--- config.mk ---
export PLATFORM = sky130hd
export DESIGN_NAME = tls_div
export DESIGN_NICKNAME = d
export VERILOG_FILES = /design/src/design/tls_div.sv
export SDC_FILE = /design/constraint.sdc
export NUM_CORES = 1
export LEC_CHECK = 0
export BUFFER_PORTS_ARGS = -buffer_cell sky130_fd_sc_hd__buf_4
export CAP_MARGIN = 30
export CORE_UTILIZATION = 50
export CTS_CLUSTER_SIZE = 8
export DETAILED_ROUTE_END_ITERATION = 10
export PLACE_DENSITY = 0.79
export SLEW_MARGIN = 40
export SYNTH_ARGS = -nofsm -noshare
export SYNTH_HDL_FRONTEND = slang
export SYNTH_SLANG_ARGS = --single-unit
export TNS_END_PERCENT = 20
--- constraint.sdc ---
create_clock -name clk -period 9.9 [get_ports clk]
set_clock_uncertainty 0.2 [all_clocks]
set_input_delay 0 -clock clk [delete_from_list [all_inputs] [get_ports clk]]
set_output_delay 0 -clock clk [all_outputs]
set_load 0.02 [all_outputs]
--- src/design/tls_div.sv ---
`timescale 1ns / 1ps
// ----------------------------------------------------------------------------
// tls_div
// Iterative restoring divider, one quotient bit per cycle.
// ----------------------------------------------------------------------------
module tls_div #(
  parameter int DVD_W = 64,
  parameter int DVS_W = 32
) (
  input  logic             clk,
  input  logic             rst_n,
  input  logic             start,
  input  logic [DVD_W-1:0] dividend,
  input  logic [DVS_W-1:0] divisor,
  output logic             busy,
  output logic [DVD_W-1:0] quotient
);

  localparam int CW = $clog2(DVD_W + 1);

  logic             busy_r, busy_nxt;
  logic [CW-1:0]    cnt_r, cnt_nxt;
  logic [DVS_W-1:0] rem_r, rem_nxt;
  logic [DVD_W-1:0] quo_r, quo_nxt;
  logic [DVS_W-1:0] dvs_r, dvs_nxt;
  logic [DVS_W:0]   trial;
  logic [DVS_W:0]   diff;
  logic             fits;

  assign trial = {rem_r, quo_r[DVD_W-1]};
  assign diff  = trial - {1'b0, dvs_r};
  assign fits  = (trial >= {1'b0, dvs_r});

  always_comb begin
    busy_nxt = busy_r;
    cnt_nxt  = cnt_r;
    rem_nxt  = rem_r;
    quo_nxt  = quo_r;
    dvs_nxt  = dvs_r;
    if (start) begin
      busy_nxt = 1'b1;
      cnt_nxt  = CW'(DVD_W);
      rem_nxt  = '0;
      quo_nxt  = dividend;
      dvs_nxt  = divisor;
    end else if (busy_r) begin
      rem_nxt  = fits ? diff[DVS_W-1:0] : trial[DVS_W-1:0];
      quo_nxt  = {quo_r[DVD_W-2:0], fits};
      cnt_nxt  = cnt_r - CW'(1);
      if (cnt_r == CW'(1)) begin
        busy_nxt = 1'b0;
      end
    end
  end

  always_ff @(posedge clk) begin
    if (!rst_n) begin
      busy_r <= 1'b0;
      cnt_r  <= '0;
    end else begin
      busy_r <= busy_nxt;
      cnt_r  <= cnt_nxt;
    end
  end

  always_ff @(posedge clk) begin
    rem_r <= rem_nxt;
    quo_r <= quo_nxt;
    dvs_r <= dvs_nxt;
  end

  assign busy     = busy_r;
  assign quotient = quo_r;

endmodule

# Word level (Yosys, flattened, before mapping)
# Cells that the tools add are included.
[totals]
in_bits = 99
wordCells = 21
out_inout_bits = 65
ff_bits = 136
[op_classes]
muxes = 8
n_reduce_logical = 2
order_cmp = 1
eq_ne = 1
bitwise = 1
addsub = 2
[op_table]
columns = ["op", "n"]
rows = [
  ["$mux 64", 2],
  ["$ge 33x32->1", 1],
  ["$mux 32", 1],
  ["$sub 32x32->32", 1],
  ["$mux 7", 2],
  ["$eq 7x1->1 const B", 1],
  ["$sub 7x1->7 const B", 1],
  ["$mux 1", 3],
  ["$reduce_bool 2->1", 1],
  ["$reduce_or 2->1", 1],
  ["$not 1->1", 1],
]

# Depth between registers and ports, before layout
[logic_depth]
ltp_word = 4
depth_mapped = 12
depth_no_buf = 11

# Least setup slack after synthesis
# No wires, ideal clock.
[synth_timing]
path_kind = "reg2reg"
startpoint = "register dvs_r[9]"
endpoint = "register rem_r[22]"
n_path_buf = 1
slack_ns = 6.782
period_less_slack_ns = 3.118
arrival_time_ns = 2.800
stages_incl_launch_ff = 12
cell_sequence = "edfxtp_1 -> inv_1 -> ha_1 -> nand2_2 -> or4_4 -> a31oi_4 -> o2111ai_4 -> a2111oi_4 -> o211a_4 -> buf_8 -> o21ai_0 -> a32o_1"
[synth_via]
elab_chain_cells = 2
[synth_rtl]
columns = ["item", "line", "source"]
rows = [
  ["from (decl)", "25", "logic [DVS_W-1:0] dvs_r, dvs_nxt;"],
  ["from (signal assigned)", "69", "dvs_r <= dvs_nxt;"],
  ["$sub 32x32->32 or $ge 33x32->1 (tied branches)", "31, 32", ""],
  ["$mux 32 (*)", "47", "rem_nxt = fits ? diff[DVS_W-1:0] : trial[DVS_W-1:0];"],
  ["to (signal assigned)", "67", "rem_r <= rem_nxt;"],
  ["to (decl)", "23", "logic [DVS_W-1:0] rem_r, rem_nxt;"],
]
# Every way passes the cells marked *; elsewhere a longest branch is shown, timed or not.
# A chain may end at the register's enable or synchronous reset.

# Worst setup path in the final report
[layout_timing]
startpoint = "register dvs_r[1]"
endpoint = "register quo_r[0] (netlist: quotient[0]) (data pin)"
[layout_via]
elab_chain_cells = 3
[layout_rtl]
columns = ["item", "line", "source"]
rows = [
  ["$ge 33x32->1", "32", "assign fits = (trial >= {1'b0, dvs_r});"],
  ["$mux 64", "46", "end else if (busy_r) begin"],
  ["$mux 64", "40", "if (start) begin"],
  ["net quo_nxt[0]", "24", "logic [DVD_W-1:0] quo_r, quo_nxt;"],
  ["to (signal assigned)", "68", "quo_r <= quo_nxt;"],
  ["to (decl)", "24", ""],
]
# The timed path passes the listed nets, and every way through them passes these cells. The select of a mux whose other input is x is not followed.

==> impl_metrics.ini <==
[floorplan]
dieArea_mm2 = 0.0158
num_rows = 44
die_w_um = 126
fp.dieH_um = 126
io_pins = 164
start_util = 0.519
core-area_mm2 = 0.0148

[logic_synthesis]
postSynthRegisterBits = 136
synth_seq_area_share = 0.481
synth_edf_count = 96
syn_inst = 720
synth_top_flop_cell = edfxtp_1
yosysWarnings = 0
async_reset_ff_frac = 0
synth.distinct_cells = 64
syn-num-nets = 854
syn_area_per_cell_um2 = 10.6
syn-cell-area_mm2 = 0.00765

[sta]
setup_viol = 0
hold_slack_ns = 0.0875
setup_tns_ns = 0
tightest_slew_ns = 0.841
maxSlewHeadroom = 0.440
fin_crit_ns = 3.71
drv_slew = 0
rsz0062_at_grt = no
max_freq_ghz = 0.270
hold_viol = 0
layout_setup_ws_ns = 6.19
finalCritPeriodShare = 0.374

[power]
powerDensity_mw_per_mm2 = 168
leakage_nw = 4.39
switching_share = 0.295
pwr-share-comb = 0.225
ir_drop_mv = 0.133
p_seq_frac = 0.398
power.share.clock = 0.377
p_int_mw = 1.25
switchingPower_mw = 0.526

[clock_tree]
cts.sinks = 136
cts_buffers = 17
cts_tree = yes
cts_resized = 0
clkTransAtPathRegs_ns = 0.07
h-tree-depth = 4
cts_root_buf = clkbuf_16
insertion_delay_ns = 0.43
clockBufferDepth = 2

[status]
status = finished clean

[worst_setup_path]
worstSetupEndpoint = quotient[0]$_DFFE_PP_
worstPathRequired_ns = 9.88
worstRegToRegCells = 11
r2r_slack_ns = 6.19
r2r-start = dvs_r[1]$_DFFE_PP_
start_kind = flip-flop
cp_max_fo = 19
cp-end-kind = flip-flop
r2r_end = quotient[0]$_DFFE_PP_
worstSetupPathType = reg2reg
worstPathArrival_ns = 3.69
cp_cell_sequence = inv_1, ha_1, nor2b_1, o211ai_1, a31oi_4, o2111ai_4, a2111oi_4, o211ai_2, buf_4, nand2_1, mux2_2
slowest_stage = o211ai_2
critPathLaunch = dvs_r[1]$_DFFE_PP_
slowest_delay_ns = 0.49

[cells_and_area]
layout_commonest_cell = buf_4
fin_nets = 1102
fill_cells = 973
final_cell_mix = 167 x buf_4, 98 x dlygate4sd3_1, 96 x edfxtp_1
area_delta_synth_final_pct = 38.3
antenna_cells = 0
stdcell_count = 1165
drive_gt1_frac = 0.286
final_area_mm2 = 0.0106

[grt]
grt_pass1_vias = 7104
track_usage = 0.312
grt_max_degree = 71
antenna_found_initial = 0
grt_pass1_wl_um = 38100
gr-total-overflow = 0

[worst_hold_path]
hp-class = in2reg

[placement]
place.detailed.hpwl_um = 13200
dp_cells = 1035
place_area_mm2 = 0.00899
port_buffers = 163
pre_cts_ws_ns = 6.28
gp_congestion = 0.942

[routing]
avgRoutedWirePerCell_um = 20.5
ant_nets = 0
drt-initial-drc-count = 547
viasPerCell = 5.92
drc_errors = 0
num_vias = 6899
routed_wl_um = 23900
dr.pass1.iters = 5

[job]
max-cap-violations = 0
==> cell usage after synthesis, types with 4 or more instances <==
cell type  count  area [µm²]
xnor2_1       18         158
o21bai_1       4        30.0
nand2_1       41         154
a211o_1        4        35.0
dfxtp_1       40         801
nand3_1       31         155
o21a_1         8        60.1
a21oi_1       38         190
o211ai_1       7        52.6
nor2b_1        4        25.0
a21o_1         8        60.1
ha_1          34         425
buf_1          7        26.3
nor2_1        59         221
buf_2          4        20.0
nor4_1         6        37.5
inv_1         47         176
clkbuf_1      24        90.1
mux2_2        64         721
a31oi_1        9        56.3
or3_1          4        25.0
a211oi_1       8        60.1
and3_1         4        25.0
xor2_1        12         105
o21ai_1       16        80.1
a311oi_1      19         166
edfxtp_1      96        2880
o21ai_0       26         130
nor3b_1        5        37.5
nand4_1        6        37.5
nor3_1        10        50.1
nand2b_1       9        56.3
==> registers in the layout (all words and copies together) (netlist names) <==
signal    cells
quotient     64
dvs_r        32
rem_r        32
cnt_r         7
busy          1
==> worst min path at each step <==
| stage | cells past startpoint | start | slack (ns) | end |
|---|---|---|---|---|
| 2_1_floorplan | 0 | divisor[0] | -0.10 | dvs_r[0]$_DFFE_PP_ |
| 3_3_place_gp | 1 | divisor[26] | -0.02 | dvs_r[26]$_DFFE_PP_ |
| 3_5_place_dp | 1 | divisor[26] | -0.02 | dvs_r[26]$_DFFE_PP_ |
| 4_1_cts | 2 | divisor[24] | 0.08 | dvs_r[24]$_DFFE_PP_ |
| 5_1_grt | 2 | divisor[26] | 0.08 | dvs_r[26]$_DFFE_PP_ |
| 6_report | 2 | divisor[26] | 0.09 | dvs_r[26]$_DFFE_PP_ |
==> layout make-up <==
type	instances	area, µm²	area share
Sequential cell	136	3690	0.348
Multi-Input combinational cell	500	3630	0.343
Timing Repair Buffer	266	2250	0.212
Clock buffer	17	425	0.0402
Tap cell	184	230	0.0217
Clock inverter	15	186	0.0176
Inverter	47	176	0.0167
==> repair_timing <==
action                     in CTS  in global routing
buffers inserted                0                  0
hold buffers                   98                  0
hold endpoints to repair      110                  0
setup endpoints to repair       0                  0
==> cell families after synthesis <==
family                   after synthesis  synth area share
adder cells (fa/ha/maj)               35            0.0582
AO/OA/AOI/OAI                        177             0.166
buffers and inverters                 84            0.0443
flip-flops                           136             0.481
multiplexers                          64            0.0941
XOR/XNOR                              30            0.0343
AND/OR/NAND/NOR                      194             0.122
==> through the flow <==
step | power (mW) | utilization
finish | 1.78 | 0.717
global route | 1.84 | 0.717
detailed placement | 1.06 | 0.609
floorplan | 0.934 | -
CTS | 1.75 | 0.717
global placement | 1.06 | 0.609
==> worst max-delay path, delay by kind of cell (launching register included) <==
kind	cells	cell delay, ns
AO/OA/AOI/OAI	5	1.48
buffers and inverters	2	0.47
flip-flops	1	0.44
AND/OR/NAND/NOR	2	0.32
multiplexers	1	0.30
adder cells (fa/ha/maj)	1	0.24
==> per-layer routing <==
metal  vias to the layer above  GRT usage  part of all wire
met5                         -          0                 0
met4                         0      0.128             0.029
met3                        59     0.0773             0.073
met2                       344      0.546              0.50
met1                      3303      0.365              0.40
li1                       3193          -                 -
==> power groups by stage <==
stage                     logic (mW)  clock network (mW)  registers (mW)
after CTS                      0.382               0.670           0.702
after floorplan                0.196                   0           0.738
after detailed placement       0.348                   0           0.711
after global placement         0.344                   0           0.711
final                          0.400               0.672           0.708
after global routing           0.428               0.697           0.713
No activity file was read; power rests on OpenSTA's default activity.
