$ cat config.mk
export PLATFORM = sky130hd
export DESIGN_NAME = tls_ram
export DESIGN_NICKNAME = d
export VERILOG_FILES = /design/src/design/tls_ram.sv
export SDC_FILE = /design/constraint.sdc
export NUM_CORES = 1
export LEC_CHECK = 0
export CORE_MARGIN = 2
export CORE_UTILIZATION = 40
export DETAILED_ROUTE_END_ITERATION = 10
export DONT_BUFFER_PORTS = 1
export PLACE_DENSITY = 0.55
export REMOVE_ABC_BUFFERS = 1
export SYNTH_ARGS = -nofsm -noshare
export SYNTH_HDL_FRONTEND = slang
export SYNTH_SLANG_ARGS = --single-unit
$ cat constraint.sdc
create_clock -name clk -period 2.2 [get_ports clk]
set_input_delay 0.33 -clock clk [delete_from_list [all_inputs] [get_ports clk]]
set_output_delay 0.33 -clock clk [all_outputs]
set_load 0.02 [all_outputs]
$ cat src/design/tls_ram.sv
`timescale 1ns / 1ps
// ----------------------------------------------------------------------------
// tls_ram
// Generic single write port, single read port memory with registered read.
// ----------------------------------------------------------------------------
module tls_ram #(
  parameter int WIDTH = 8,
  parameter int DEPTH = 16,
  localparam int AW = (DEPTH > 1) ? $clog2(DEPTH) : 1
) (
  input  logic             clk,
  input  logic             we,
  input  logic [AW-1:0]    waddr,
  input  logic [WIDTH-1:0] wdata,
  input  logic             re,
  input  logic [AW-1:0]    raddr,
  output logic [WIDTH-1:0] rdata
);

  logic [WIDTH-1:0] mem [DEPTH];

  always_ff @(posedge clk) begin
    if (we) begin
      mem[waddr] <= wdata;
    end
    if (re) begin
      rdata <= mem[raddr];
    end
  end

endmodule

# Yosys cells after proc, flatten, opt, wreduce, memory -nomap -nowiden
# Memories as Yosys holds them, arrays and structs flattened. A register that Yosys moved wholly into a read port is not among the register bits.
# Index checks and enable logic that the tools add are counted.
# word_totals
ff_bits,0
ramBits,128
inputBits,19
out_inout_bits,8
wordCells,3
mem_count,1
# memory_table
name,words,width,rd,rd_clocked_by_memory_dff,wr,line,source
mem,16,8,1,1,1,20,logic [WIDTH-1:0] mem [DEPTH];
# classes
n_mux,2
# ops
cell,count
2-to-1 mux 1 bit,2

# Logic depth before layout (Yosys ltp)
# Gate-level depths: netlist of the first run.
# logic_depth
depth_word,2
ltp_mapped,5
depth_no_buf,3

# Least setup slack after synthesis of the first run
# OpenSTA, ideal clock, no wires.
# synth_timing
kind,input-to-reg
from,input port waddr[2]
to,memory mem[0][0] (enable)
setup_time_ps,383
arrival_ps,1440
required_time_ps,1817
path_slack_ps,377
stages,2
n_path_buf,0
path_cell_list,or3b_2 nor3_1
# synth_lines
item,line,source
from (decl),13,"input logic [AW-1:0] waddr,"
to (decl),20,
# No word-level cell before the write port.

==> results of run 1 <==
state kept, by name, indices dropped and copies added, names as in the netlist:
signal	cells
mem	128
rdata	8
cell usage in the layout (no fill, tap or decap):
cell type and instances:
a22oi_1 16, and2_1 1, and2b_1 1, buf_4 18
bufinv_16 3, clkbuf_1 4, clkbuf_16 17, clkinv_1 2
clkinv_2 5, clkinvlp_4 1, dlygate4sd3_1 8, edfxtp_1 136
mux4_1 14, mux4_2 18, nand2_1 9, nand2b_1 2
nand3_1 1, nand3b_1 2, nor2_1 13, nor2b_1 1
nor3_1 4, or3b_2 1
power groups by stage:
stage               Clock [W]  Combinational (W)  Sequential [W]
finish                0.00274           0.000201         0.00296
global route          0.00291           0.000218         0.00296
CTS                   0.00280           0.000204         0.00296
detailed placement          0           0.000160         0.00301
global placement            0           0.000159         0.00301
floorplan                   0           0.000116         0.00300
routing by layer:
metal  routed length [um]  track usage (%)  vias up
li1                     -                -     1049
met1                 4720             22.1     1272
met2                 4840             22.5       59
met3                  504             6.08       10
met4                  125             6.10        0
met5                    0                0        -
worst max-delay path: stages, from the launching register on:
cell,delay [ns]
edfxtp_1,0.36
mux4_1,0.50
a22oi_1,0.31
nand2_1,0.08
stage by stage:
| stage | instance area (um^2) | setup slack, ns | total power [W] | cells | hold WS [ns] |
|---|---|---|---|---|---|
| 5_1_grt | 6140 | 0.611 | 0.00609 | 449 | 0.000858 |
| 3_3_place_gp | 5490 | 0.671 | 0.00317 | 409 | 0.430 |
| 4_1_cts | 6140 | 0.672 | 0.00596 | 449 | 0.00507 |
| 2_1_floorplan | 5140 | 0.377 | 0.00312 | 219 | 0.429 |
| 6_report | 6140 | 0.688 | 0.00590 | 449 | 0.0260 |
| 3_5_place_dp | 5490 | 0.657 | 0.00317 | 409 | 0.430 |
synthesized netlist by cell type, types with 2 or more instances:
| master | n | area, um^2 |
|---|---|---|
| mux4_2 | 18 | 405 |
| nand2b_1 | 2 | 12.5 |
| a22oi_1 | 16 | 120 |
| mux4_1 | 14 | 368 |
| buf_2 | 3 | 15.0 |
| nor2_1 | 13 | 48.8 |
| edfxtp_1 | 136 | 4080 |
| nand2_1 | 9 | 33.8 |
| nand3b_1 | 2 | 15.0 |
| buf_6 | 3 | 33.8 |
| nor3_1 | 4 | 20.0 |
| clkdlybuf4s25_2 | 3 | 30.0 |
how the worst min path moves through the flow:
stage	from	endpoint	slack, ns	cells after the start
CTS	re	rdata[4]	0.005	0
global route	re	rdata[4]	0.0009	0
global placement	wdata[2]	mem[14][2]	0.43	0
finish	re	rdata[4]	0.03	0
detailed placement	wdata[2]	mem[14][2]	0.43	0
floorplan	wdata[0]	mem[0][0]	0.43	0
timing repair:
action                                 CTS  global route
endpoints found under the hold margin  128             0
buffers inserted                         0             0
hold buffers                             8             0
gates resized for setup                  0             0
setup endpoints to repair                0             0
cells by family after synthesis:
| group | count (synthesis) | synth area share [%] |
|---|---|---|
| and+or+nand+nor | 35 | 3.14 |
| buffers and inverters | 10 | 1.65 |
| AOI/OAI and AO/OA | 16 | 2.30 |
| muxes | 32 | 14.8 |
| DFF | 136 | 78.1 |
final cells by class:
cell class / count / area share (%)
clock inverters: 11 / 2.12
well taps: 172 / 3.50
clock buffers: 21 / 7.17
repair buffers: 26 / 3.50
flip-flops and latches: 136 / 66.5
multi-input cells: 83 / 17.2
==> impl_results.md, run 1 <==
- TritonCTS Buffers: 17
- R2R cell count: 3
- Pins over their slew limit: 0
- Area of the multi-input gates: 0.00106 mm^2
- Avg Inst Size Synth: 22.8 um^2
- # DRC: 0
- Worst-Skew Late Latency: between 0.4 and 0.5 ns
- Actual slew at the worst max-slew pin: about 0.56 ns
- Sw Share: 18.9%
- Tcrit/Tclk final: 68.7%
- #FFs+latches synth: approximately 140
- Clk slew on worst S/H paths: 0.06 ns
- Crit. End Element: flip-flop
- Pleak: 2.02 nW
- PortBufs: 0
- Clock skew: 0.0120 ns
- Total number of vias: 2390
- Worst Setup EP: rdata[5]
- Fillcell total: 1055
- Cell Pwr Density: about 960 mW/mm^2
- Layout net count: around 280
- WL per Instance: 22.7 um
- Layout cells sized above 1: a little under a quarter
- Critical path required time: approximately 2.4 ns
- Net Switching: 0.00112 W
- Max Clk Rate: 661 MHz
- Initial drt markers: 219
- RR Endpoint: rdata[5]
- Gr usage total: around 16%
- CTS tree: yes
- Vias/cell: roughly 5.3
- Status: finished, final reports clean
- Synth warn: 0
- Setup TNS: 0 ns
- Grt total ovfl: 0
- Diodes inserted: 0
- FF-to-FF setup slack: roughly 0.7 ns
- Die W: 118 um
- CP Launch Type: flip-flop
- Die area: 0.0140 mm^2
- Final Util: roughly 48%
- Worst-path fanout max: 1
- CTS Sinks: about 140
- MaxCap Viol Count: 0
- R2r startpoint: mem[0][5]
- Area taken by flip-flops and latches: 0.00408 mm^2
- Cells after synthesis: 229
- HP Class: primary input to flip-flop
- Clk buf depth: 2
- Power Internal: between 0.004 and 0.005 W
- Post-synth cell types: 18
- Relative slew slack: 62.9%
- Core Area: 0.0127 mm^2
- CP Launch Point: mem[0][5]
- H-tree depth reported by CTS: 4
- Layout area overhead: 17.5%
- Sequential fraction of the synthesis area: 78.1%
- Final Setup Violations: 0
- Site row count: 41
- Starting density of the core: around two fifths
- Logic pwr share: approximately 3.4%
- I/O pin count: 27
- Minimum clock period: about 1.5 ns
- Async SR Flop Fraction: 0%
- Power share of the clock group: between 40% and 50%
- Initial antenna violation count: 0
- Pre-antenna DRT Iters: 4
- Clock root cell: clkbuf_16
- Final Hold Fails: 0
- Cell Area, Synth: 0.00523 mm^2
- Largest net degree at the start of global routing: 33
- Vias in the first global route: 2470
- Sequential group share of total power: 50.1%
- Maximum VDD drop: slightly above 600 uV
- RSZ-0062 raised after global routing: no
- Die H: 118 um
- Final ANT Viol Nets: 0
- Number of flops mapped to enable cells by yosys: 136
- First-pass GRT wire length: 15300 um
- Total Wirelength: 10200 um
- Setup CP Type: flip-flop to flip-flop
- Top FF cell, synth: edfxtp_1
- Arrival @ worst endpoint: about 1.7 ns
- Final GP Congestion: between 0.7 and 0.8
Note: power is estimated with default switching activity, not from simulation.
==> run 2, diff against run 1 <==
clock period = 1.45 ns   (was 2.2 ns; I/O delays follow)
==> impl_results.md, run 2 (synthesis results as in run 1) <==
- Total Power: 0.00860 W
- Vias/cell: around 5.3
- Setup CP Type: flip-flop to flip-flop
- Pre-antenna DRT Iters: 4
- Pleak: 1.95 nW
- Layout area overhead: 16.6%
- H-tree depth reported by CTS: 4
- Minimum clock period: 1.41 ns
- Clock skew: 0.0121 ns
- Core Area: 0.0127 mm^2
- Crit. End Element: flip-flop
- Final Hold Fails: 0
- # DRC: 0
- Site row count: 41
- Cell family with most CP delay: multiplexers
- Die area: 0.0140 mm^2
- Global-route met3 utilization: 4.78%
- M1 GR Usage: 21.6%
- Critical path required time: approximately 1.6 ns
- Buf/Inv on CP: 0
- PortBufs: 0
- Total number of vias: 2377
- FF-to-FF setup slack: 0.04 ns
- Max Clk Rate: 710 MHz
- Worst-path fanout max: 1
- Layout cells sized above 1: 26.4%
- Worst hold endpoint: rdata[4]
- Clock root cell: clkbuf_16
- WL per Instance: about 23 um
- RR Endpoint: rdata[4]
- RSZ-0062 raised after global routing: yes
- Worst-Skew Late Latency: 0.42 ns
- Relative slew slack: 40.5%
- GR Util met2: 23.4%
- MaxCap Viol Count: 0
- Layout net count: 282
- CTS Sinks: ~140
- CP Depth: 3
- Die H: between 100 and 150 um
- Area taken by flip-flops and latches: 0.00408 mm^2
- Grt total ovfl: 0
- R2R cell count: 3
- Largest register by flop count: mem
- Area of the multi-input gates: around 0.0011 mm^2
- Tcrit/Tclk final: 97.1%
- Initial antenna violation count: 0
- Final ANT Viol Nets: 0
- Clk buf depth: 2
- Most frequent cells in the layout: edfxtp_1, mux4_2, clkbuf_16
- Pins over their slew limit: 0
- Clk slew on worst S/H paths: 0.06 ns
- Actual slew at the worst max-slew pin: 0.889 ns
- CTS tree: yes
- Diodes inserted: 0
- Final Setup Violations: 0
- Hold path start: raddr[1]
- Postcts setup bufs: 0
- Die W: 118 um
- First-pass GRT wire length: roughly 15000 um
- Regs by FF count: mem x128, rdata x8
- Leading cell type in the layout, fill and taps excluded: edfxtp_1
- Initial drt markers: about 270
- I/O pin count: 27
- Largest register FFs: 128
- Vias in the first global route: 2466
- Arrival @ worst endpoint: 1.58 ns
- Starting density of the core: 41.3%
- Largest net degree at the start of global routing: 33
- Hold depth: 3
- Total Wirelength: 10100 um
- CP peak stage delay: 0.49 ns
- Critical-path top delay cell: mux4_2
- Fillcell total: 1062
- Global route hottest layer: met2
- Gr usage total: 15.7%
- Worst path cell trace: mux4_2 -> a22oi_2 -> nand2_1
- R2r startpoint: mem[3][4]
- Cell Pwr Density: 1410 mW/mm^2
- CP Launch Type: flip-flop
- Final GP Congestion: 0.700
- Hold_ws: about 0.17 ns
- DP HPWL: roughly 6000 um
- Maximum VDD drop: roughly 720 uV
- TritonCTS Buffers: 17
- Status: finished, final reports clean
- HP Class: primary input to flip-flop
==> run 2: cell types whose count changed in the layout (fill, tap and decap cells not counted), sizes merged <==
cell	change
buf	-2
clkinv	+3
bufinv	-2
dlygate4sd3	+1
clkinvlp	+1
clkbuf	-2
==> run 2: how the worst max path moves through the flow <==
stage	startpoint	to	slack (ns)
after global routing	mem[3][4]	rdata[4]	-0.01
after detailed placement	mem[1][0]	rdata[0]	-0.05
after floorplan	waddr[2]	mem[0][0]	-0.26
after CTS	mem[1][5]	rdata[5]	0.003
final	mem[3][4]	rdata[4]	0.04
after global placement	mem[9][3]	rdata[3]	-0.04
==> run 2: area by class of cell <==
class | instances | share of cell area, %
Timing Repair Buffer | 25 | 3.45
Multi-Input combinational cell | 83 | 17.5
Clock buffer | 19 | 7.10
Clock inverter | 13 | 1.44
Tap cell | 172 | 3.53
Sequential cell | 136 | 67.0
==> run 2: per-layer routing <==
metal  share of wire [%]  vias to the layer above
met5                   0                        -
met4                 1.2                        0
met3                 5.6                       10
met2                  47                       74
met1                  46                     1245
li1                    -                     1048
==> run 2: worst min-delay path: stages <==
cell	delay (ns)
mux4_1	0.13
a22oi_1	0.08
nand2_1	0.05
==> run 2: timing repair <==
item / CTS / global route
pin swaps: 3 / 3
hold buffers: 9 / 0
hold endpoints to repair: 136 / 0
endpoints found under the setup margin: 4 / 7
gates resized for setup: 4 / 10
==> run 2: stage by stage <==
stage	setup TNS [ns]	std cells	setup WS, ns	cell area [um^2]	util, %
floorplan	-2.56	219	-0.260	5140	-
global placement	-0.0669	407	-0.0393	5480	43.2
detailed placement	-0.126	407	-0.0513	5480	43.2
CTS	0	448	0.00329	6110	48.2
global route	-0.0268	448	-0.0141	6100	48.1
finish	0	448	0.0418	6100	48.1
==> run 2: report_power, final <==
part	switching, W	internal [W]	leakage (nW)	total, W
sequential	0.0000530	0.00443	1.24	0.00449
clock	0.00149	0.00230	0.251	0.00379
combinational	0.000167	0.000157	0.467	0.000324
total	0.00171	0.00689	1.95	0.00860
==> run 3, diff against run 2 <==
GPL_TIMING_DRIVEN = 0   (was not set)
==> impl_results.md, run 3 (synthesis results as in run 1) <==
- Status: finished, violations left
- Failing checks: negative setup slack
- Hold_ws: about 0.076 ns
- Largest register FFs: 128
- Final Setup Violations: 1
- Clk buf depth: 2
- Die H: roughly 120 um
- Actual slew at the worst max-slew pin: 1.00 ns
- Gr usage total: 15.2%
- Cell Pwr Density: 1450 mW/mm^2
- Setup CP Type: flip-flop to flip-flop
- Max Clk Rate: just under 700 MHz
- Layout net count: 267
- First-pass GRT wire length: 14800 um
- Regs by FF count: mem x128, rdata x8
- Initial antenna violation count: 0
- Clk slew on worst S/H paths: approximately 0.050 ns
- Clock root cell: clkbuf_16
- Diodes inserted: 0
- Critical path required time: 1.59 ns
- Largest net degree at the start of global routing: 33
- Worst-Skew Late Latency: between 0.4 and 0.5 ns
- Tcrit/Tclk final: 102%
- Global route hottest layer: met2
- Most frequent cells in the layout: edfxtp_1, mux4_2, clkbuf_16
- I/O pin count: 27
- Postcts setup bufs: 0
- Pins over their slew limit: 0
- H-tree depth reported by CTS: 4
- Starting density of the core: 41.3%
- Vias in the first global route: 2438
- Total Wirelength: 9810 um
- Global-route met3 utilization: 5.16%
- Fillcell total: 1073
- Grt total ovfl: 0
- Final worst slack: -0.0308 ns
- Relative slew slack: 33.1%
- PortBufs: 0
- Vias/cell: 5.26
- Layout cells sized above 1: between 20 and 30%
- # DRC: 0
- Arrival @ worst endpoint: 1.62 ns
- Core Area: ~0.013 mm^2
- HP Class: primary input to flip-flop
- Pre-antenna DRT Iters: 4
- Final ANT Viol Nets: 0
- Leading cell type in the layout, fill and taps excluded: edfxtp_1
- Clock skew: 0.00637 ns
- Total number of vias: 2277
- Final Util: 47.6%
- Crit. End Element: flip-flop
- CTS Sinks: 136
- Maximum VDD drop: 967 uV
- Pleak: 1.88 nW
- M1 GR Usage: about 20%
- TritonCTS Buffers: 17
- Site row count: 41
- GR Util met2: 22.9%
- Worst-path fanout max: 1
- Largest register by flop count: mem
- Die area: about 0.014 mm^2
- Layout area overhead: 15.4%
- CTS tree: yes
- CP Launch Type: flip-flop
- DP HPWL: 5790 um
- WL per Instance: between 20 and 25 um
- Initial drt markers: 149
- Final Hold Fails: 0
- MaxCap Viol Count: 0
- Die W: 118 um
- RSZ-0062 raised after global routing: yes
- Final GP Congestion: 0.704
- Minimum clock period: 1.48 ns
## run 3: cell types whose count changed in the layout (fill, tap and decap cells not counted), moves of 5 or more
cell	change
buf_4	-15
clkinv_1	-5
clkinv_2	+5
mux4_1	-5
mux4_2	+5
## run 3: worst paths after layout
path / from / endpoint / slack [ns] / depth (start not counted)
worst min register to register: mem[0][5] / rdata[5] / 0.77 / 3
worst max register to register: mem[11][1] / rdata[1] / -0.03 / 3
worst max-delay path: mem[11][1] / rdata[1] / -0.03 / 3
worst min-delay path: waddr[0] / mem[8][2] / 0.08 / 1
## run 3: timing repair
item | CTS | global route
endpoints found under the setup margin | 22 | 7
hold buffers | 9 | 0
resized for setup | 19 | 10
endpoints found under the hold margin | 136 | 0
pin swaps | 9 | 3
## run 3: final cells by class
cell class / count / area (um^2) / share of cell area [%]
Clock inverter: 12 / 109 / 1.80
Clock buffer: 20 / 437 / 7.24
Tap cell: 172 / 215 / 3.57
Sequential cell: 136 / 4080 / 67.7
Timing Repair Buffer: 10 / 97.6 / 1.62
Multi-Input combinational cell: 83 / 1090 / 18.1
## run 3: routing by layer
metal | part of all wire, % | routed length (um)
met5 | 0 | 0
met4 | 2.0 | 200
met3 | 6.0 | 585
met2 | 48 | 4720
met1 | 44 | 4310
## run 3: worst max-delay path, cell delays in order (launching register included)
cell and delay (ns):
edfxtp_1 0.36, mux4_2 0.51, a22oi_2 0.24, nand2_2 0.10
## run 3: report_power, final
part	switching, W	internal (W)
sequential	0.0000457	0.00444
combinational	0.000180	0.000157
clock	0.00145	0.00249
total	0.00168	0.00708
## run 3: metrics by stage
stage	cells	area [um^2]	TNS [ns]	total power [W]	worst slack, ns
floorplan	219	5140	-2.56	0.00473	-0.260
CTS	433	6020	-0.0434	0.00884	-0.0434
global placement	391	5360	-31.45	0.00479	-0.782
detailed placement	392	5370	-26.77	0.00480	-0.854
finish	433	6030	-0.0308	0.00876	-0.0308
global route	433	6030	-0.0574	0.00904	-0.0440
